<file path="config.mk">
export PLATFORM = sky130hd
export DESIGN_NAME = countdown_delay_slot_pool
export DESIGN_NICKNAME = d
export VERILOG_FILES = /design/src/design/cdsp_pkg.sv /design/src/design/countdown_delay_slot_pool.sv /design/src/design/cdsp_ram.sv /design/src/design/cdsp_dp.sv /design/src/design/cdsp_ctrl.sv
export VERILOG_INCLUDE_DIRS = /design/src /design/src/design
export SDC_FILE = /design/constraint.sdc
export NUM_CORES = 2
export LEC_CHECK = 0
export BUFFER_PORTS_ARGS = -buffer_cell sky130_fd_sc_hd__buf_4
export CAP_MARGIN = 40
export CORE_ASPECT_RATIO = 1.2
export CORE_UTILIZATION = 55
export DETAILED_ROUTE_END_ITERATION = 6
export GPL_TIMING_DRIVEN = 0
export PLACE_DENSITY = 0.68
export SLEW_MARGIN = 20
export SYNTH_ARGS = -nofsm -noshare
export SYNTH_HDL_FRONTEND = slang
export SYNTH_SLANG_ARGS = --single-unit
</file>
<file path="constraint.sdc">
create_clock -name clk -period 10.6 [get_ports clk]
set_input_delay 1.06 -clock clk [delete_from_list [all_inputs] [get_ports clk]]
set_output_delay 1.06 -clock clk [all_outputs]
set_load 0.005 [all_outputs]
</file>
<file path="src/design/countdown_delay_slot_pool_defines.svh">
// Assertion macros used by the countdown delay slot pool controller.
`ifndef COUNTDOWN_DELAY_SLOT_POOL_DEFINES_SVH
`define COUNTDOWN_DELAY_SLOT_POOL_DEFINES_SVH
`ifndef SYNTHESIS
// Same-cycle implication, sampled on clk and disabled during rst.
`define CDSP_ASSERT_IMP(label, cond, prop) \
  label: assert property (@(posedge clk) disable iff (rst) (cond) |-> (prop)) \
    else $error("cdsp: same-cycle check failed");
// Next-cycle implication, sampled on clk and disabled during rst.
`define CDSP_ASSERT_NXT(label, cond, prop) \
  label: assert property (@(posedge clk) disable iff (rst) (cond) |=> (prop)) \
    else $error("cdsp: next-cycle check failed");
`else
`define CDSP_ASSERT_IMP(label, cond, prop)
`define CDSP_ASSERT_NXT(label, cond, prop)
`endif
`endif

</file>
<file path="src/design/cdsp_pkg.sv">
// Types and constants shared by the countdown delay slot pool modules.
`default_nettype none

package cdsp_pkg;

  // Fixed field widths of the command and result beats.
  localparam int OPC_W  = 3;
  localparam int BANK_W = 2;
  localparam int SLOT_W = 4;
  localparam int TICK_W = 16;

  // Command opcodes.
  localparam logic [OPC_W-1:0] OP_ALLOC   = 3'd0;
  localparam logic [OPC_W-1:0] OP_QUERY   = 3'd1;
  localparam logic [OPC_W-1:0] OP_RELEASE = 3'd2;
  localparam logic [OPC_W-1:0] OP_RESTART = 3'd3;
  localparam logic [OPC_W-1:0] OP_TICK    = 3'd4;
  localparam logic [OPC_W-1:0] OP_CLEAR   = 3'd5;

  // Result selection codes.
  localparam logic [1:0] RES_NONE  = 2'd0;
  localparam logic [1:0] RES_FULL  = 2'd1;
  localparam logic [1:0] RES_GRANT = 2'd2;
  localparam logic [1:0] RES_QUERY = 2'd3;

  // One slot as held in the slot memory.
  typedef struct packed {
    logic              busy;
    logic              done;
    logic [TICK_W-1:0] ticks;
  } cdsp_entry_t;

  localparam int ENTRY_W = $bits(cdsp_entry_t);

  // Commands from the controller to the datapath.
  typedef struct packed {
    logic       load;
    logic       walk_rst;
    logic       scan;
    logic       qread;
    logic       wr_slot;
    logic       clr_step;
    logic       init_step;
    logic       res_set;
    logic [1:0] res_sel;
    logic       out_load;
  } cdsp_cmd_t;

  // Status from the datapath to the controller.
  typedef struct packed {
    logic [OPC_W-1:0] op;
    logic             bank_ok;
    logic             slot_ok;
    logic             entry_free;
    logic             ev_last;
    logic             clr_last;
    logic             init_last;
    logic             out_free;
  } cdsp_sts_t;

endpackage

`default_nettype wire

</file>
<file path="src/design/countdown_delay_slot_pool.sv">
// Top level of the countdown delay slot pool.
//
//   channel | direction | handshake           | beat fields
//   --------+-----------+---------------------+-------------------------------------
//   in      | to pool   | in_valid / in_stall | opcode, bank, slot, delay_ticks
//   out     | from pool | out_valid/out_stall | status, granted_slot, expired
//
// One command is worked on at a time. Allocate and tick walk the bank
// through the slot memory one slot per cycle.
// After reset a clearing pass writes every one of the BANKS * SLOTS memory entries,
// one per cycle, and in_stall stays high throughout.
// A new command is taken while a finished result waits in the output register.
`default_nettype none

module countdown_delay_slot_pool import cdsp_pkg::*; #(
  parameter int SLOTS = 16,
  parameter int BANKS = 4
) (
  input  wire logic              clk,
  input  wire logic              rst,
  input  wire logic              in_valid,
  output logic                   in_stall,
  input  wire logic [OPC_W-1:0]  opcode,
  input  wire logic [BANK_W-1:0] bank,
  input  wire logic [SLOT_W-1:0] slot,
  input  wire logic [TICK_W-1:0] delay_ticks,
  output logic                   out_valid,
  input  wire logic              out_stall,
  output logic                   status,
  output logic [SLOT_W-1:0]      granted_slot,
  output logic                   expired
);

  cdsp_cmd_t cmd;
  cdsp_sts_t sts;

  cdsp_ctrl u_ctrl (
    .clk      (clk),
    .rst      (rst),
    .in_valid (in_valid),
    .in_stall (in_stall),
    .sts      (sts),
    .cmd      (cmd)
  );

  cdsp_dp #(
    .SLOTS (SLOTS),
    .BANKS (BANKS)
  ) u_dp (
    .clk          (clk),
    .rst          (rst),
    .cmd          (cmd),
    .sts          (sts),
    .opcode       (opcode),
    .bank         (bank),
    .slot         (slot),
    .delay_ticks  (delay_ticks),
    .out_stall    (out_stall),
    .out_valid    (out_valid),
    .status       (status),
    .granted_slot (granted_slot),
    .expired      (expired)
  );

endmodule

`default_nettype wire

</file>
<file path="src/design/cdsp_ram.sv">
// Generic single-write, single-read RAM with registered read data.
`default_nettype none

module cdsp_ram #(
  parameter int WIDTH = 18,
  parameter int DEPTH = 64,
  parameter int AW    = (DEPTH > 1) ? $clog2(DEPTH) : 1
) (
  input  wire logic             clk,
  input  wire logic             we,
  input  wire logic [AW-1:0]    waddr,
  input  wire logic [WIDTH-1:0] wdata,
  input  wire logic             re,
  input  wire logic [AW-1:0]    raddr,
  output logic      [WIDTH-1:0] rdata
);

  logic [WIDTH-1:0] mem [DEPTH];

  // Write port.
  always_ff @(posedge clk) begin
    if (we) begin
      mem[waddr] <= wdata;
    end
  end

  // Registered read port.
  always_ff @(posedge clk) begin
    if (re) begin
      rdata <= mem[raddr];
    end
  end

endmodule

`default_nettype wire

</file>
<file path="src/design/cdsp_dp.sv">
// Datapath of the slot pool: command registers, slot memory, walk counter and result.
`default_nettype none

module cdsp_dp import cdsp_pkg::*; #(
  parameter int SLOTS = 16,
  parameter int BANKS = 4
) (
  input  wire logic              clk,
  input  wire logic              rst,
  input  wire cdsp_cmd_t         cmd,
  output cdsp_sts_t              sts,
  input  wire logic [OPC_W-1:0]  opcode,
  input  wire logic [BANK_W-1:0] bank,
  input  wire logic [SLOT_W-1:0] slot,
  input  wire logic [TICK_W-1:0] delay_ticks,
  input  wire logic              out_stall,
  output logic                   out_valid,
  output logic                   status,
  output logic [SLOT_W-1:0]      granted_slot,
  output logic                   expired
);

  localparam int ENTRIES = BANKS * SLOTS;
  localparam int AW      = (ENTRIES > 1) ? $clog2(ENTRIES) : 1;
  localparam int GW      = (AW > SLOT_W) ? AW : SLOT_W;

  // Registered command beat.
  logic [OPC_W-1:0]  op_r;
  logic              bank_ok_r;
  logic              slot_ok_r;
  logic [AW-1:0]     base_r;
  logic [AW-1:0]     saddr_r;
  logic [TICK_W-1:0] ticks_r;
  logic [AW-1:0]     base_in;

  // Walk state.
  logic [AW-1:0]     cnt;
  logic [AW-1:0]     ev_idx;
  logic              pend;
  logic              rd_done;

  // Memory ports.
  logic              we;
  logic [AW-1:0]     waddr;
  cdsp_entry_t       wentry;
  logic              re;
  logic [AW-1:0]     raddr;
  logic [ENTRY_W-1:0] rdata;
  cdsp_entry_t       rentry;
  cdsp_entry_t       tick_entry;

  // Pending result.
  logic              res_status;
  logic [SLOT_W-1:0] res_granted;
  logic              res_expired;
  logic [GW-1:0]     ev_ext;

  assign base_in = AW'(bank) * AW'(SLOTS);
  assign rentry  = rdata;
  assign ev_ext  = GW'(ev_idx);

  // Capture the command beat at acceptance.
  always_ff @(posedge clk) begin
    if (cmd.load) begin
      op_r      <= opcode;
      bank_ok_r <= 32'(bank) < 32'(BANKS);
      slot_ok_r <= 32'(slot) < 32'(SLOTS);
      base_r    <= base_in;
      saddr_r   <= base_in + AW'(slot);
      ticks_r   <= delay_ticks;
    end
  end

  // Walk counter, shared by the reset clearing pass, bank walks and bank clear.
  always_ff @(posedge clk) begin
    if (rst) begin
      cnt     <= '0;
      pend    <= 1'b0;
      rd_done <= 1'b0;
    end else if (cmd.walk_rst) begin
      cnt     <= '0;
      pend    <= 1'b0;
      rd_done <= 1'b0;
    end else if (cmd.init_step || cmd.clr_step) begin
      cnt <= cnt + 1'b1;
    end else if (cmd.scan) begin
      pend <= !rd_done;
      if (!rd_done) begin
        cnt     <= cnt + 1'b1;
        rd_done <= cnt == AW'(SLOTS - 1);
      end
    end
  end

  // Index of the slot whose data comes out of the memory next cycle.
  always_ff @(posedge clk) begin
    if (cmd.scan && !rd_done) begin
      ev_idx <= cnt;
    end
  end

  // Tick update of one slot: count down, then flag done at zero.
  always_comb begin
    tick_entry = rentry;
    if (rentry.busy && rentry.ticks != '0) begin
      tick_entry.ticks = rentry.ticks - 16'd1;
    end
    if (rentry.busy && tick_entry.ticks == '0) begin
      tick_entry.done = 1'b1;
    end
  end

  // Memory read port selection.
  always_comb begin
    re    = 1'b0;
    raddr = base_r + cnt;
    if (cmd.qread) begin
      re    = 1'b1;
      raddr = saddr_r;
    end else if (cmd.scan && !rd_done) begin
      re = 1'b1;
    end
  end

  // Memory write port selection.
  always_comb begin
    we     = 1'b0;
    waddr  = base_r + cnt;
    wentry = '0;
    if (cmd.init_step) begin
      we    = 1'b1;
      waddr = cnt;
    end else if (cmd.clr_step) begin
      we = 1'b1;
    end else if (cmd.wr_slot) begin
      we    = 1'b1;
      waddr = saddr_r;
      if (op_r == OP_RESTART) begin
        wentry.busy  = 1'b1;
        wentry.ticks = ticks_r;
      end
    end else if (cmd.scan && pend) begin
      waddr = base_r + ev_idx;
      if (op_r == OP_TICK) begin
        we     = 1'b1;
        wentry = tick_entry;
      end else if (!rentry.busy) begin
        we           = 1'b1;
        wentry.busy  = 1'b1;
        wentry.ticks = ticks_r;
      end
    end
  end

  cdsp_ram #(
    .WIDTH (ENTRY_W),
    .DEPTH (ENTRIES),
    .AW    (AW)
  ) u_ram (
    .clk   (clk),
    .we    (we),
    .waddr (waddr),
    .wdata (wentry),
    .re    (re),
    .raddr (raddr),
    .rdata (rdata)
  );

  // Pending result, held until the output register is free.
  always_ff @(posedge clk) begin
    if (cmd.res_set) begin
      res_status  <= 1'b0;
      res_granted <= '0;
      res_expired <= 1'b0;
      case (cmd.res_sel)
        RES_FULL:  res_status  <= 1'b1;
        RES_GRANT: res_granted <= ev_ext[SLOT_W-1:0];
        RES_QUERY: res_expired <= rentry.done;
        default: begin
        end
      endcase
    end
  end

  // Output register for the result beat.
  always_ff @(posedge clk) begin
    if (rst) begin
      out_valid <= 1'b0;
    end else if (cmd.out_load) begin
      out_valid <= 1'b1;
    end else if (!out_stall) begin
      out_valid <= 1'b0;
    end
  end

  always_ff @(posedge clk) begin
    if (cmd.out_load) begin
      status       <= res_status;
      granted_slot <= res_granted;
      expired      <= res_expired;
    end
  end

  // Status towards the controller.
  always_comb begin
    sts            = '0;
    sts.op         = op_r;
    sts.bank_ok    = bank_ok_r;
    sts.slot_ok    = slot_ok_r;
    sts.entry_free = pend && !rentry.busy;
    sts.ev_last    = pend && (ev_idx == AW'(SLOTS - 1));
    sts.clr_last   = cnt == AW'(SLOTS - 1);
    sts.init_last  = cnt == AW'(ENTRIES - 1);
    sts.out_free   = !out_valid || !out_stall;
  end

endmodule

`default_nettype wire

</file>
<file path="src/design/cdsp_ctrl.sv">
// Controller state machine of the slot pool.
`default_nettype none
`include "countdown_delay_slot_pool_defines.svh"

module cdsp_ctrl import cdsp_pkg::*; (
  input  wire logic      clk,
  input  wire logic      rst,
  input  wire logic      in_valid,
  output logic           in_stall,
  input  wire cdsp_sts_t sts,
  output cdsp_cmd_t      cmd
);

  localparam logic [2:0] ST_INIT   = 3'd0;
  localparam logic [2:0] ST_IDLE   = 3'd1;
  localparam logic [2:0] ST_DECODE = 3'd2;
  localparam logic [2:0] ST_SCAN   = 3'd3;
  localparam logic [2:0] ST_QWAIT  = 3'd4;
  localparam logic [2:0] ST_CLEAR  = 3'd5;
  localparam logic [2:0] ST_RESP   = 3'd6;

  logic [2:0] state;
  logic [2:0] state_next;

  always_ff @(posedge clk) begin
    if (rst) begin
      state <= ST_INIT;
    end else begin
      state <= state_next;
    end
  end

  // Next state and datapath commands.
  always_comb begin
    state_next = state;
    cmd        = '0;
    in_stall   = 1'b1;
    case (state)
      ST_INIT: begin
        cmd.init_step = 1'b1;
        if (sts.init_last) begin
          state_next = ST_IDLE;
        end
      end
      ST_IDLE: begin
        in_stall = 1'b0;
        if (in_valid) begin
          cmd.load     = 1'b1;
          cmd.walk_rst = 1'b1;
          state_next   = ST_DECODE;
        end
      end
      ST_DECODE: begin
        cmd.res_set = 1'b1;
        cmd.res_sel = RES_NONE;
        state_next  = ST_RESP;
        case (sts.op)
          OP_ALLOC: begin
            if (sts.bank_ok) begin
              cmd.res_set = 1'b0;
              state_next  = ST_SCAN;
            end else begin
              cmd.res_sel = RES_FULL;
            end
          end
          OP_QUERY: begin
            if (sts.bank_ok && sts.slot_ok) begin
              cmd.res_set = 1'b0;
              cmd.qread   = 1'b1;
              state_next  = ST_QWAIT;
            end
          end
          OP_RELEASE, OP_RESTART: begin
            cmd.wr_slot = sts.bank_ok && sts.slot_ok;
          end
          OP_TICK: begin
            if (sts.bank_ok) begin
              cmd.res_set = 1'b0;
              state_next  = ST_SCAN;
            end
          end
          OP_CLEAR: begin
            if (sts.bank_ok) begin
              cmd.res_set = 1'b0;
              state_next  = ST_CLEAR;
            end
          end
          default: begin
          end
        endcase
      end
      ST_SCAN: begin
        cmd.scan = 1'b1;
        if (sts.op == OP_ALLOC && sts.entry_free) begin
          cmd.res_set = 1'b1;
          cmd.res_sel = RES_GRANT;
          state_next  = ST_RESP;
        end else if (sts.ev_last) begin
          cmd.res_set = 1'b1;
          cmd.res_sel = (sts.op == OP_ALLOC) ? RES_FULL : RES_NONE;
          state_next  = ST_RESP;
        end
      end
      ST_QWAIT: begin
        cmd.res_set = 1'b1;
        cmd.res_sel = RES_QUERY;
        state_next  = ST_RESP;
      end
      ST_CLEAR: begin
        cmd.clr_step = 1'b1;
        if (sts.clr_last) begin
          cmd.res_set = 1'b1;
          cmd.res_sel = RES_NONE;
          state_next  = ST_RESP;
        end
      end
      ST_RESP: begin
        if (sts.out_free) begin
          cmd.out_load = 1'b1;
          state_next   = ST_IDLE;
        end
      end
      default: begin
        state_next = ST_INIT;
      end
    endcase
  end

  // A bank walk only runs for allocate and tick.
  `CDSP_ASSERT_IMP(a_scan_op, state == ST_SCAN, sts.op == OP_ALLOC || sts.op == OP_TICK)
  // A slot read for query only happens on a slot inside the pool.
  `CDSP_ASSERT_IMP(a_query_ok, state == ST_QWAIT, sts.bank_ok && sts.slot_ok)
  // Bank clear only sweeps an existing bank.
  `CDSP_ASSERT_IMP(a_clear_ok, state == ST_CLEAR, sts.bank_ok)
  // Once the result is handed over the block is ready for the next beat.
  `CDSP_ASSERT_NXT(a_resp_done, state == ST_RESP && sts.out_free, state == ST_IDLE)

endmodule

`default_nettype wire
</file>
# Yosys cells after proc, flatten, opt, wreduce, memory -nomap -nowiden
# Memories as Yosys holds them, arrays and structs flattened. A register that Yosys moved wholly into a read port is not among the register bits.
# Cells that the tools add are included.
[word_totals] n_memories=1 rom_bits=0 output_inout_bits=8 register_bits=57 ramBits=1152 latchBits=0 input_bits=29 word_cells=133
[memory_table] name="u_dp.u_ram.mem" depth=64 width=18 rd=1 rd_clocked_by_memory_dff=1 wr=1 line_no="cdsp_ram.sv:18" text="logic [WIDTH-1:0] mem [DEPTH];"
[op_classes] n_addsub=5 bitwise=1 reduce_logical=25 shift=0 n_lt_le_gt_ge=0 eq_ne=24 mux=61 mul=0 div=0
[op_table] operator="16-bit two-way mux" n=5
[op_table] operator="18-bit two-way mux" n=3
[op_table] operator="6-bit two-way mux" n=8
[op_table] operator="1-bit two-way mux" n=30
[op_table] operator="3-bit two-way mux" n=9
[op_table] operator="3-bit one-hot mux with 7 select lines" n=1
[op_table] operator="16-bit logical NOT" n=1
[op_table] operator="16-bit nonzero test" n=1
[op_table] operator="16-bit by 1-bit subtractor with 16-bit output (second input constant)" n=1
[op_table] operator="3-bit == test (second input constant)" n=5
[op_table] operator="6-bit adder" n=2
[op_table] operator="3-bit by 2-bit == test with 1-bit output (second input constant)" n=4
[op_table] operator="6-bit by 4-bit == test with 1-bit output (second input constant)" n=2
[op_table] operator="3-bit one-hot mux with 4 select lines" n=1
[op_table] operator="2-bit != test (second input constant)" n=5
[op_table] operator="3-bit one-hot mux with 3 select lines" n=1
[op_table] operator="1-bit logical AND" n=7
[op_table] operator="6-bit by 1-bit adder with 6-bit output (second input constant)" n=1
[op_table] operator="6-bit by 4-bit adder with 6-bit output" n=1
[op_table] operator="3-bit by 1-bit == test with 1-bit output (second input constant)" n=2
[op_table] operator="6-bit == test (second input constant)" n=1
[op_table] operator="3-bit logical NOT" n=2
[op_table] operator="2-bit two-way mux" n=3
[op_table] operator="2-bit OR reduction" n=3
[op_table] operator="11 further kinds" n=17

# Longest topological paths before layout
[logic_depth] word_depth=11 depth_mapped=11 depth_no_buf=9

# Hierarchy
# From an unflattened synthesis, not the netlist that was laid out.
[hier_totals] hier_cells=2349 area_unflattened_um2=48306.3
[modules_own_cells] module="cdsp_ram" cells_each=1957 seq_area_each_um2=35133.7 instances=1 area_per_inst_um2=44809.2
[modules_own_cells] module="cdsp_dp" cells_each=329 seq_area_each_um2=1471.4 instances=1 area_per_inst_um2=3115.5
[modules_own_cells] module="cdsp_ctrl" cells_each=63 seq_area_each_um2=60.1 instances=1 area_per_inst_um2=381.6

# Worst setup path after synthesis
# Ideal clock, no wire load.
[synth_timing] path_kind="register to register" start="reg u_dp.u_ram.rdata[0] (read register of u_dp.u_ram.mem)" end="mem u_dp.u_ram.mem[0][16], data pin" setup_ns=0.702 path_stages_with_launch=11 slack_ns=5.290 t_required_ns=9.898 period_less_slack_ns=5.310 n_path_buf=1 t_arrival_ns=4.608 path_cell_list="edfxtp_1 > inv_1 > ha_1 > nor2b_1 > clkbuf_1 > nand2_1 > o21ai_1 > mux2i_1 > nor4_1 > nand4_1 > o21ai_0"
[synth_between] elab_chain_len=11 elab_cells_between_ends=12 classes_between="add/sub: 1; mux: 7; reduce/logical: 4"
[synth_rtl] item="start: declaration" line_no="cdsp_ram.sv:15" text="output logic [WIDTH-1:0] rdata"
[synth_rtl] item="branches (longest 2 deep; another with 16-bit by 1-bit subtractor with 16-bit output)"
[synth_rtl] item="16-bit two-way mux *" line_no="cdsp_dp.sv:105" text="if (rentry.busy && rentry.ticks != '0) begin"
[synth_rtl] item="16-bit logical NOT *" line_no="cdsp_dp.sv:108" text="if (rentry.busy && tick_entry.ticks == '0) begin"
[synth_rtl] item="1-bit logical AND *" line_no="cdsp_dp.sv:108"
[synth_rtl] item="1-bit two-way mux *" line_no="cdsp_dp.sv:108"
[synth_rtl] item="1-bit two-way mux *" line_no="cdsp_dp.sv:144" text="if (op_r == OP_TICK) begin"
[synth_rtl] item="18-bit two-way mux *" line_no="cdsp_dp.sv:142" text="end else if (cmd.scan && pend) begin"
[synth_rtl] item="1-bit two-way mux *" line_no="cdsp_dp.sv:135" text="end else if (cmd.wr_slot) begin"
[synth_rtl] item="18-bit two-way mux *" line_no="cdsp_dp.sv:133" text="end else if (cmd.clr_step) begin"
[synth_rtl] item="18-bit two-way mux *" line_no="cdsp_dp.sv:130" text="if (cmd.init_step) begin"
[synth_rtl] item="net u_dp.u_ram.wdata[16]" line_no="cdsp_ram.sv:12" text="input wire logic [WIDTH-1:0] wdata,"
[synth_rtl] item="end: declaration" line_no="cdsp_ram.sv:18"
# Mark *: on every way through the listed nets, which the timed path passes.

# Worst setup path after layout
[layout_timing] start="reg u_dp.op_r[2]" end="reg u_dp.u_ram.rdata[13] (read register of u_dp.u_ram.mem), data pin"
[layout_between] elab_chain_len=4 elab_cells_between_ends=5 classes_between="eq/ne: 1; mux: 4"
[layout_rtl] item="start: declaration" line_no="cdsp_dp.sv:28" text="logic [OPC_W-1:0] op_r;"
[layout_rtl] item="start signal: assignment" line_no="cdsp_dp.sv:65" text="op_r <= opcode;"
[layout_rtl] item="3-bit by 1-bit == test with 1-bit output *" line_no="cdsp_ctrl.sv:57" text="case (sts.op)"
[layout_rtl] item="1-bit two-way mux *" line_no="cdsp_ctrl.sv:57"
[layout_rtl] item="2-bit two-way mux *" line_no="cdsp_ctrl.sv:38" text="case (state)"
[layout_rtl] item="6-bit two-way mux or 1-bit two-way mux (tied branches)" line_no="cdsp_dp.sv:117" text="if (cmd.qread) begin"
# Every way passes the cells marked *; elsewhere a longest branch is shown, timed or not.
# A chain may end at the register's enable or synchronous reset.

==> summary.txt <==
Status -> finished, violations left
Failing checks -> DRC
First drt pass iteration count -> 7
Die footprint -> 90300 um^2
Worst VDD drop -> 0.000148 V
Min-Delay Path Class -> reg -> reg
Global-route wire length before repair -> 206 mm
Routed via count -> 30600
Post-synthesis cell type count -> 77
Fmax -> 215 MHz
Worst setup path startpoint -> u_dp.op_r[2]
Syn avg cell area -> 15.6 um^2
Vias in the first global route -> 29500
#FFs+latches synth -> 1225
Post-route setup TNS -> 0 ns
DRC -> 19
Rel. slew slack -> 37.4%
Crit path max fanout -> 10
RSZ-0062 raised after global routing -> no
Critical path class -> reg -> reg
Hold Buf Count CTS -> 0
Syn_nets -> 3170
Postcts setup bufs -> 0
Final Cycle Share -> 43.8%
Final ANT Viol Nets -> 0
RR Startpoint -> u_dp.op_r[2]
# resized after CTS -> 0
CORE AREA -> 88000 um^2
CTS Sinks -> 1225
Std cell rows -> 119
Worst path required time -> 11.05 ns
DR iter-0 viols -> 4248
Syn Inst Count -> 3136
Startpoint Class -> flip-flop
Via-per-instance ratio -> 6.55
Number of enable flip-flop cells after synthesis -> 1213
Slew @ Worst Pin -> 0.934 ns
Seq/Total Area, Yosys -> 74.8%
Layout Nets -> 3459
Cell area after layout -> 56900 um^2
Final Skew -> 0.0324 ns
Yosys warnings -> 0
RePlAce Congestion -> 0.994
Hold_sp -> u_dp.res_expired
P per Cell Area -> 233 nW/um^2
Synth Cell Area -> 49000 um^2
Overflow after GRT -> 0
Routed WL -> 146 mm
Final Max Tran Viols -> 0
H-tree depth -> 3
Leak Pwr -> 19.1 nW
Post-synth top flop -> edfxtp_1
Synth async-reset ratio -> 0%
DR WL/cell -> 31.1 um
CTS buffer count -> 116
CTS tree -> yes
CTS clock-pin slew for the worst setup and hold paths -> 0.06 ns
Placed Instance Area -> 52900 um^2
Final min period -> 4.65 ns
Top-Level Pins -> 37
PortBufs -> 36
Final hold violations -> 0
CTS root buf -> clkbuf_16
Layout cell share with drive strength beyond 1 -> 16.7%
Clk buf depth -> 3
Pin count of the biggest net entering global routing -> 65
Setup Viol. Count Final -> 0
Initial cell density of the core -> 55.7%
Die H -> 329 um
CP endpoint kind -> flip-flop
Antenna violations before repair -> 2
Worst skew pair latency -> 0.73 ns
Max Cap Violations -> 0
Layout area overhead -> 16.0%
Dpl hpwl -> 104 mm
Crit path DAT -> 5.10 ns
Die width -> 274 um
GRT Util Overall -> 32.2%
==> cells in the final DEF, fill, tap and decap left out, types with 18 or more instances in the layout <==
master	instances
a221oi_1	105
nor2_2	62
nand2_1	321
and3_1	89
buf_4	50
nand4_1	26
buf_2	100
clkbuf_16	116
clkinv_1	24
nor3_1	30
nor2_1	56
a31o_2	18
a31oi_1	54
mux2i_1	292
nand3_1	91
o221ai_1	71
buf_12	22
buf_6	55
clkinv_2	21
buf_8	18
clkbuf_1	137
a21oi_1	94
a211oi_1	121
o21ai_0	28
edfxtp_1	1213
==> synth_stat cells, drive strengths merged, types with 9 or more instances <==
master   instances  area share [%]
nor4            26            0.33
a31oi           54            0.69
a211oi         123             1.9
clkbuf         119            0.93
nand3           91            0.93
nor2           135             1.1
a21oi           95            0.98
and2            10            0.13
edfxtp        1213              74
o221ai          71             1.3
xor2            10            0.18
inv             14            0.11
o21ai           36            0.37
a2111oi         17            0.52
buf             93             1.0
nor2b           10            0.13
nand4           26            0.33
mux2i          292             6.0
and3            89             1.1
a221oi         105             1.9
a22oi            9            0.14
a31o            18            0.32
nor3            30            0.31
nand2          322             2.5
dfxtp           12            0.49
==> path summary, 6_finish.rpt <==
| check | end | slack, ns | cells after the start |
|---|---|---|---|
| worst min register to register | u_dp.expired | 0.42 | 0 |
| worst max-delay path | u_dp.u_ram.rdata[13] | 5.95 | 10 |
| worst min-delay path | u_dp.expired | 0.42 | 0 |
| worst max register to register | u_dp.u_ram.rdata[13] | 5.95 | 10 |
==> state kept, by name, indices dropped and copies added, names as in the netlist, 3 cells and up <==
name / count
u_ctrl.state: 3
u_dp.cnt: 6
u_dp.ev_ext: 6
u_dp.granted_slot: 4
u_dp.op_r: 3
u_dp.res_granted: 4
u_dp.saddr_r: 5
u_dp.ticks_r: 16
u_dp.u_ram.mem: 1152
u_dp.u_ram.rdata: 18
==> through the flow <==
stage	power, mW	hold WS [ns]	instances	util [%]	setup WS, ns
after global routing	13.6	0.445	4673	64.6	5.86
final	13.3	0.419	4674	64.6	5.95
after CTS	13.2	0.419	4668	64.5	6.08
after floorplan	7.52	0.400	3136	-	5.29
after global placement	8.78	0.401	4321	57.6	1.64
after detailed placement	9.03	0.405	4451	60.1	6.10
==> worst max-delay path, cell delays in order (launching register included) <==
cell and delay, ns:
edfxtp_1 0.48, nor4b_4 0.52, nand2_1 0.17, buf_2 0.30
nand2_1 0.12, buf_2 0.37, clkbuf_1 0.71, a211oi_1 0.18
a221oi_1 0.62, a211oi_1 0.38, a2111oi_2 0.53
==> cells by family after synthesis <==
| family | after synthesis | synth area share [%] |
|---|---|---|
| buf+inv | 227 | 2.05 |
| compound gates | 585 | 9.08 |
| xor+xnor | 19 | 0.370 |
| flops | 1225 | 74.8 |
| mux | 298 | 6.10 |
| simple gates | 777 | 7.44 |
| fa+ha+maj | 5 | 0.128 |
==> power by group <==
group          internal (mW)  switching, mW
registers               5.51         0.0587
logic                   1.01           2.44
clock network           2.41           1.84
==> area by class of cell <==
cell class,instances,area [um^2]
Antenna cell,1,2.50
Timing Repair Buffer,171,2110
Inverter,15,56.3
Clock buffer,136,2980
Tap cell,1149,1440
Multi-Input combinational cell,1684,11700
Clock inverter,81,936
Fill cell,6065,31100
Sequential cell,1225,36700
Buffer,212,948
==> routing by layer <==
| layer | vias to the layer above | wire (um) | part of all wire (%) | global-route usage (%) |
|---|---|---|---|---|
| met5 | - | 0 | 0 | 0 |
| met4 | 0 | 9070 | 6.2 | 17.8 |
| met3 | 360 | 13200 | 9.1 | 5.48 |
| met2 | 1743 | 68800 | 47 | 51.5 |
| met1 | 15400 | 54500 | 37 | 42.2 |
| li1 | 13100 | - | - | - |
(Power assumes the default switching activity.)
